--- src/hdl/sarfr_pkg.sv ---
// Shared types, register indexes and reset values for the serial ack frame receiver.
`timescale 1ns / 1ps
package sarfr_pkg;

  localparam int MaxFrameDef = 100;

  localparam logic [7:0] StartByteRst    = 8'd75;
  localparam logic [7:0] EndByteRst      = 8'd88;
  localparam logic [7:0] SepByteRst      = 8'd47;
  localparam logic [3:0] RequiredSepsRst = 4'd2;
  localparam logic [2:0] ValueFieldRst   = 3'd1;

  typedef enum logic [2:0] {
    RegStartByte    = 3'd0,
    RegEndByte      = 3'd1,
    RegSepByte      = 3'd2,
    RegRequiredSeps = 3'd3,
    RegValueField   = 3'd4
  } reg_idx_e;

  typedef struct packed {
    logic [7:0] start_byte;
    logic [7:0] end_byte;
    logic [7:0] sep_byte;
    logic [3:0] required_seps;
    logic [2:0] value_field;
  } cfg_t;

  typedef struct packed {
    logic               frame_ok;
    logic               value_found;
    logic signed [15:0] value;
  } res_t;

endpackage

--- src/hdl/serial_ack_frame_receiver_unit.sv ---
// Top level of the serial ack frame receiver: input register, frame core, result register.
`timescale 1ns / 1ps
// Takes one received byte per transfer and gives one result when a frame closes on the
// end byte: frame_ok when the separator count matched required_seps, and the saturated
// decimal value of the chosen non-empty token. Overlong frames (MaxFrame) end silently.
// A byte is taken every cycle unless the input stalls; its result passes from the input
// register through the update of the frame state into the result register before it is
// offered on the output. Input stalls only while a finished result waits and the output is
// stalled. Configuration writes are always ready and take effect on the next byte.
module serial_ack_frame_receiver_unit #(
  parameter int MaxFrame = sarfr_pkg::MaxFrameDef
) (
  input  logic               clk_i,
  input  logic               rst_ni,
  input  logic               in_valid_i,
  output logic               in_stall_o,
  input  logic [7:0]         rx_byte_i,
  output logic               out_valid_o,
  input  logic               out_stall_i,
  output logic               frame_ok_o,
  output logic               value_found_o,
  output logic signed [15:0] value_o,
  input  logic               cfg_valid_i,
  output logic               cfg_ready_o,
  input  logic [2:0]         cfg_index_i,
  input  logic [7:0]         cfg_data_i
);
  import sarfr_pkg::*;

  cfg_t       cfg;
  res_t       core_res;
  logic       core_res_valid;
  logic       s1_valid_q, s1_valid_d;
  logic [7:0] s1_byte_q;
  logic       out_valid_q, out_valid_d;
  res_t       out_res_q;
  logic       adv, in_xfer, step;

  assign cfg_ready_o = 1'b1;

  sarfr_cfg_regs u_cfg (
    .clk_i   (clk_i),
    .rst_ni  (rst_ni),
    .wr_i    (cfg_valid_i),
    .index_i (cfg_index_i),
    .data_i  (cfg_data_i),
    .cfg_o   (cfg)
  );

  assign adv        = !out_valid_q || !out_stall_i;
  assign in_stall_o = s1_valid_q && !adv;
  assign in_xfer    = in_valid_i && !in_stall_o;
  assign step       = s1_valid_q && adv;

  sarfr_core #(
    .MaxFrame (MaxFrame)
  ) u_core (
    .clk_i       (clk_i),
    .rst_ni      (rst_ni),
    .step_i      (step),
    .byte_i      (s1_byte_q),
    .cfg_i       (cfg),
    .res_valid_o (core_res_valid),
    .res_o       (core_res)
  );

  always_comb begin
    s1_valid_d = s1_valid_q;
    if (in_xfer) begin
      s1_valid_d = 1'b1;
    end else if (adv) begin
      s1_valid_d = 1'b0;
    end
    out_valid_d = out_valid_q;
    if (adv) begin
      out_valid_d = step && core_res_valid;
    end
  end

  always_ff @(posedge clk_i or negedge rst_ni) begin
    if (!rst_ni) begin
      s1_valid_q  <= 1'b0;
      out_valid_q <= 1'b0;
    end else begin
      s1_valid_q  <= s1_valid_d;
      out_valid_q <= out_valid_d;
    end
  end

  always_ff @(posedge clk_i) begin
    if (in_xfer) begin
      s1_byte_q <= rx_byte_i;
    end
    if (step && core_res_valid) begin
      out_res_q <= core_res;
    end
  end

  assign out_valid_o   = out_valid_q;
  assign frame_ok_o    = out_res_q.frame_ok;
  assign value_found_o = out_res_q.value_found;
  assign value_o       = out_res_q.value;

endmodule

--- src/hdl/sarfr_cfg_regs.sv ---
// Configuration register file of the serial ack frame receiver.
`timescale 1ns / 1ps
module sarfr_cfg_regs (
  input  logic              clk_i,
  input  logic              rst_ni,
  input  logic              wr_i,
  input  logic [2:0]        index_i,
  input  logic [7:0]        data_i,
  output sarfr_pkg::cfg_t   cfg_o
);
  import sarfr_pkg::*;

  cfg_t cfg_q, cfg_d;

  always_comb begin
    cfg_d = cfg_q;
    if (wr_i) begin
      case (index_i)
        RegStartByte:    cfg_d.start_byte    = data_i;
        RegEndByte:      cfg_d.end_byte      = data_i;
        RegSepByte:      cfg_d.sep_byte      = data_i;
        RegRequiredSeps: cfg_d.required_seps = data_i[3:0];
        RegValueField:   cfg_d.value_field   = data_i[2:0];
        default: ;
      endcase
    end
  end

  always_ff @(posedge clk_i or negedge rst_ni) begin
    if (!rst_ni) begin
      cfg_q.start_byte    <= StartByteRst;
      cfg_q.end_byte      <= EndByteRst;
      cfg_q.sep_byte      <= SepByteRst;
      cfg_q.required_seps <= RequiredSepsRst;
      cfg_q.value_field   <= ValueFieldRst;
    end else begin
      cfg_q <= cfg_d;
    end
  end

  assign cfg_o = cfg_q;

endmodule

--- src/hdl/sarfr_core.sv ---
// Per-byte frame tracker, token splitter and decimal parser.
`timescale 1ns / 1ps
module sarfr_core #(
  parameter int MaxFrame = sarfr_pkg::MaxFrameDef
) (
  input  logic              clk_i,
  input  logic              rst_ni,
  input  logic              step_i,
  input  logic [7:0]        byte_i,
  input  sarfr_pkg::cfg_t   cfg_i,
  output logic              res_valid_o,
  output sarfr_pkg::res_t   res_o
);
  import sarfr_pkg::*;

  localparam int LenW = $clog2(MaxFrame);

  localparam logic [6:0]  CntMax  = 7'd127;
  localparam logic [7:0]  ChPlus  = 8'd43;
  localparam logic [7:0]  ChMinus = 8'd45;
  localparam logic [7:0]  ChZero  = 8'd48;
  localparam logic [7:0]  ChNine  = 8'd57;
  localparam logic [7:0]  ChSpace = 8'd32;
  localparam logic [7:0]  ChTab   = 8'd9;
  localparam logic [7:0]  ChCr    = 8'd13;
  localparam logic [16:0] AccSat  = 17'd32768;
  localparam logic [16:0] PosMax  = 17'd32767;

  typedef enum logic [2:0] {
    PhLead   = 3'b001,
    PhDigits = 3'b010,
    PhStop   = 3'b100
  } phase_e;

  logic            cap_q, cap_d;
  logic [6:0]      sep_q, sep_d;
  logic [LenW-1:0] len_q, len_d;
  logic [6:0]      tok_q, tok_d;
  logic            in_tok_q, in_tok_d;
  phase_e          ph_q, ph_d;
  logic            neg_q, neg_d;
  logic [16:0]     acc_q, acc_d;

  logic [6:0]      e_sep, e_tok, sep_n, tok_n;
  logic [LenW-1:0] e_len;
  logic            e_in_tok, e_neg;
  phase_e          e_ph;
  logic [16:0]     e_acc;
  logic            is_digit, is_space, do_acc, found;
  logic [19:0]     acc_mul;

  assign e_sep    = cap_q ? sep_q    : '0;
  assign e_tok    = cap_q ? tok_q    : '0;
  assign e_len    = cap_q ? len_q    : '0;
  assign e_in_tok = cap_q ? in_tok_q : 1'b0;
  assign e_neg    = cap_q ? neg_q    : 1'b0;
  assign e_ph     = cap_q ? ph_q     : PhLead;
  assign e_acc    = cap_q ? acc_q    : '0;

  assign is_digit = (byte_i >= ChZero) && (byte_i <= ChNine);
  assign is_space = (byte_i == ChSpace) || ((byte_i >= ChTab) && (byte_i <= ChCr));
  assign acc_mul  = {e_acc, 3'b000} + {2'b00, e_acc, 1'b0}
                  + {12'd0, byte_i - ChZero};

  always_comb begin
    cap_d       = cap_q;
    sep_d       = sep_q;
    len_d       = len_q;
    tok_d       = tok_q;
    in_tok_d    = in_tok_q;
    ph_d        = ph_q;
    neg_d       = neg_q;
    acc_d       = acc_q;
    res_valid_o = 1'b0;
    res_o       = '0;
    sep_n       = (e_sep != CntMax) ? e_sep + 7'd1 : e_sep;
    tok_n       = e_tok;
    do_acc      = 1'b0;
    found       = e_tok > {4'd0, cfg_i.value_field};
    if (step_i && (cap_q || (byte_i == cfg_i.start_byte))) begin
      if (byte_i == cfg_i.end_byte) begin
        res_valid_o = 1'b1;
        res_o.frame_ok = ((byte_i == cfg_i.sep_byte) ? sep_n : e_sep)
                         == {3'd0, cfg_i.required_seps};
        res_o.value_found = found;
        if (!found) begin
          res_o.value = '0;
        end else if (e_neg) begin
          res_o.value = 16'(17'd0 - e_acc);
        end else begin
          res_o.value = (e_acc > PosMax) ? 16'sh7fff : e_acc[15:0];
        end
        cap_d    = 1'b0;
        sep_d    = '0;
        len_d    = '0;
        tok_d    = '0;
        in_tok_d = 1'b0;
        ph_d     = PhLead;
        neg_d    = 1'b0;
        acc_d    = '0;
      end else if (e_len >= LenW'(MaxFrame - 1)) begin
        cap_d    = 1'b0;
        sep_d    = '0;
        len_d    = '0;
        tok_d    = '0;
        in_tok_d = 1'b0;
        ph_d     = PhLead;
        neg_d    = 1'b0;
        acc_d    = '0;
      end else begin
        cap_d = 1'b1;
        len_d = e_len + 1'b1;
        tok_d = e_tok;
        in_tok_d = e_in_tok;
        ph_d  = e_ph;
        neg_d = e_neg;
        acc_d = e_acc;
        if (byte_i == cfg_i.sep_byte) begin
          sep_d    = sep_n;
          in_tok_d = 1'b0;
        end else begin
          sep_d = e_sep;
          if (!e_in_tok && (e_tok != CntMax)) begin
            tok_n = e_tok + 7'd1;
          end
          tok_d    = tok_n;
          in_tok_d = 1'b1;
          if (tok_n == ({4'd0, cfg_i.value_field} + 7'd1)) begin
            case (e_ph)
              PhLead: begin
                if (is_space) begin
                  ph_d = PhLead;
                end else if (byte_i == ChPlus) begin
                  ph_d = PhDigits;
                end else if (byte_i == ChMinus) begin
                  neg_d = 1'b1;
                  ph_d  = PhDigits;
                end else if (!is_digit) begin
                  ph_d = PhStop;
                end else begin
                  ph_d   = PhDigits;
                  do_acc = 1'b1;
                end
              end
              PhDigits: begin
                if (is_digit) begin
                  do_acc = 1'b1;
                end else begin
                  ph_d = PhStop;
                end
              end
              PhStop: ph_d = PhStop;
              default: ph_d = PhStop;
            endcase
            if (do_acc) begin
              acc_d = (acc_mul > {3'd0, AccSat}) ? AccSat : acc_mul[16:0];
            end
          end
        end
      end
    end
  end

  always_ff @(posedge clk_i or negedge rst_ni) begin
    if (!rst_ni) begin
      cap_q    <= 1'b0;
      sep_q    <= '0;
      len_q    <= '0;
      tok_q    <= '0;
      in_tok_q <= 1'b0;
      ph_q     <= PhLead;
      neg_q    <= 1'b0;
      acc_q    <= '0;
    end else begin
      cap_q    <= cap_d;
      sep_q    <= sep_d;
      len_q    <= len_d;
      tok_q    <= tok_d;
      in_tok_q <= in_tok_d;
      ph_q     <= ph_d;
      neg_q    <= neg_d;
      acc_q    <= acc_d;
    end
  end

endmodule

--- config.mk ---
export PLATFORM = sky130hd
export DESIGN_NAME = serial_ack_frame_receiver_unit
export DESIGN_NICKNAME = d
export VERILOG_FILES = /design/src/hdl/sarfr_pkg.sv /design/src/hdl/serial_ack_frame_receiver_unit.sv /design/src/hdl/sarfr_cfg_regs.sv /design/src/hdl/sarfr_core.sv
export SDC_FILE = /design/constraint.sdc
export NUM_CORES = 1
export LEC_CHECK = 0
export ABC_CLOCK_PERIOD_IN_PS = 5400
export BUFFER_PORTS_ARGS = -buffer_cell sky130_fd_sc_hd__buf_4
export CAP_MARGIN = 25
export CORE_MARGIN = 8
export CORE_UTILIZATION = 45
export DETAILED_ROUTE_END_ITERATION = 10
export HOLD_SLACK_MARGIN = 0.03
export PLACE_DENSITY_LB_ADDON = 0.25
export SLEW_MARGIN = 40
export SYNTH_ARGS = -nofsm -noshare
export SYNTH_HDL_FRONTEND = slang
export SYNTH_SLANG_ARGS = --single-unit
--- constraint.sdc ---
create_clock -name clk_i -period 5.4 [get_ports clk_i]
set_clock_uncertainty 0.05 [all_clocks]
set_input_delay 0 -clock clk_i [delete_from_list [all_inputs] [get_ports clk_i]]
set_output_delay 0 -clock clk_i [all_outputs]
set_load 0.01 [all_outputs]
==> qor.yml <==
status: "completed"
cts-root-buf: "clkbuf_16"
crit_required_ns: 5.61
synthAdderAreaFrac: 0.0880
rows: 46
synthMuxAreaShare: 0.0525
ctsHoldBuffers: 24
synth_xor_area_frac: 0.0791
clk_pin_slew_ns: 0.07
cp_slowest_cell: "edfxtp_1"
slowest_delay_ns: 0.53
setup_slack_ns: 1.01
final_nets: 876
grt_pass1_vias: 5909
wirelength_um: 18100
ys_types: 82
grt_max_degree: 78
synth-compound-area-share: 0.164
synth.top_cells.by_count: "81 x nand2_1, 62 x dfrtp_1, 47 x o21ai_0"
grtUsageTotal: 0.184
max-vdd-ir-drop_mv: 0.231
ctsResizeCount: 0
drive_gt1_frac: 0.167
maxCapViolations: 0
clk_path_buf_depth: 2
gp_congestion: 0.919
setup_viol: 0
final_cell_area_mm2: 0.00816
n_fill_cell: 1422
synthFlopType: "dfrtp_1"
synth_cells: 757
routedWlPerCell_um: 17.6
grt_overflow: 0
period_share: 0.813
htreeDepth: 3
worstPathMaxFanout: 10
worstMarginPinSlew_ns: 0.823
vias_per_cell: 5.83
synth_top_area_cell: "dfrtp_1"
dieHeight_um: 142
synth.top_cell.area_share: 0.216
yosys-top-cells-area: "dfrtp_1 22%, edfxtp_1 11%, ha_1 7.1%"
leakagePower_nw: 3.49
end_kind: "flop"
port_buffers: 43
crit_chain: "ha_1 > xor2_1 > fa_1 > inv_1 > ha_1 > a21o_1 > a221oi_2 > o21ai_0 > xor2_1 > or4_4 > o41ai_4 > nand2_2 > o31ai_1"
path_class: "flop to flop"
core_area_mm2: 0.0158
power_density_mw_per_mm2: 262
ant_nets: 0
start_kind: "flop"
ys_seq_area_frac: 0.379
ys_seq_elements: 103
cts_tree: "done"
dpl.hpwl_um: 13400
worstSkewPairLatency_ns: 0.36
num_io_pins: 45
cts_setup_buffers: 0
async_reset_ff_frac: 0.748
grt_pass1_wl_um: 29900
rsz0062_at_grt: "false"
yosysMostFrequentCell: "nand2_1"
antenna_found_initial: 0
syn_area_per_cell_um2: 9.51
firstDrtPassIters: 7
synth_top_family_by_area: "simple AND/OR/NAND/NOR gates"
antenna_cells: 0
reg2reg_slack_ns: 1.01
drt-initial-drc-count: 487
vias: 5986
place_ws_ns: 1.04
place_area_mm2: 0.00766
synth-edff-count: 26
yosysWarningCount: 0
fin_setup_tns_ns: 0
remaining_drc_errors: 0
drv_slew: 0
synth-simple-area-share: 0.192
max_freq_mhz: 228
hold_viol: 0
synth.cell_area_mm2: 0.00720
min_period_ns: 4.39
start_util: 0.456
cts_made_buffers: 9
syn_nets: 828
dieArea_mm2: 0.0203
die_w_um: 142
relSlewSlack: 0.450
p_total_mw: 2.14
area_growth_pct: 13.5
min_path_type: "input port to async pin"
cts.sinks: 103
arrival_ns: 4.61
[sequential cells by signal, summed over array words and instances, names as in the netlist]
signal / flops
u_core.cap_q: 1
u_core.neg_q: 1
u_core.acc_q: 17
u_core.in_tok_q: 1
s1_valid_q: 1
frame_ok_o: 1
value_o: 16
u_core.ph_q: 3
u_cfg.cfg_o: 31
u_core.len_q: 7
out_valid_o: 1
u_core.sep_q: 7
s1_byte_q: 8
u_core.tok_q: 7
value_found_o: 1
[worst paths after layout]
check	depth (start not counted)	to	from
min	2	u_core.sep_q[1]	rst_ni
max reg2reg	13	u_core.acc_q[13]	s1_byte_q[4]
max in group asynchronous	2	u_core.acc_q[12]	rst_ni
min reg2reg	1	u_core.acc_q[16]	u_core.acc_q[16]
max	13	u_core.acc_q[13]	s1_byte_q[4]
min in group clk_i	2	s1_byte_q[7]	rx_byte_i[7]
[through the flow]
step                 util  std cells  hold WS [ns]
CTS                 0.518       1026         0.226
floorplan               -        757        -0.346
global placement    0.485        986         0.129
global route        0.518       1026         0.270
finish              0.518       1026         0.197
detailed placement  0.485        986        0.0343
[area by class of cell]
class                           count  area [µm²]  share of cell area
Clock buffer                       11         233              0.0285
Clock inverter                      5        35.0             0.00429
Inverter                           35         131              0.0161
Multi-Input combinational cell    582        4150               0.508
Sequential cell                   103        2730               0.334
Tap cell                          216         270              0.0331
Timing Repair Buffer               74         619              0.0759
[routing by layer]
layer | global-route usage | vias up | share of wire
met2 | 0.300 | 183 | 0.47
met4 | 0.0559 | 0 | 0.017
li1 | - | 2867 | -
met1 | 0.243 | 2909 | 0.46
met5 | 0 | - | 0
met3 | 0.0325 | 27 | 0.056
[cells in the final DEF, fill, tap and decap left out, types with 4 or more instances in the layout]
cell	instances
a211oi_1	6
a21o_1	7
a21oi_1	30
a221oi_1	11
a22o_1	11
a22oi_1	4
a31oi_1	5
and2_1	21
and3_1	8
buf_4	49
clkbuf_16	9
dfrtp_1	62
dfstp_2	15
dlygate4sd3_1	24
edfxtp_1	26
fa_1	6
ha_1	41
inv_1	35
mux2_2	30
mux2i_1	4
nand2_1	81
nand2b_1	4
nand3_1	16
nand4_1	21
nor2_1	34
nor2b_1	5
nor3_1	18
nor3b_1	4
nor4_1	9
o21ai_0	47
o21ai_1	10
o21bai_1	4
o31ai_1	8
or2_2	7
or3_1	4
or4_1	4
xnor2_1	42
xor2_1	23
[critical path, delay by kind of cell, from the launching register on]
family          cells  cell delay (ns)
fa+ha+maj           3             1.11
xor+xnor            2             0.34
compound gates      5             1.47
flops               1             0.53
simple gates        2             0.75
buf+inv             1             0.04
[logic make-up (layout without fill, tap and decap cells)]
| group | Yosys count | count (layout) |
|---|---|---|
| fa+ha+maj | 47 | 47 |
| flops | 103 | 103 |
| compound gates | 174 | 174 |
| simple gates | 261 | 261 |
| xor+xnor | 65 | 65 |
| mux | 34 | 34 |
| buf+inv | 72 | 125 |
| other cells | 1 | 1 |
[power by group]
group / internal, mW / switching [mW] / leakage [nW]
clock: 0.313 / 0.296 / 0.126
sequential: 0.902 / 0.0979 / 1.27
combinational: 0.224 / 0.302 / 2.10
Note: power is estimated with default switching activity, not from simulation.
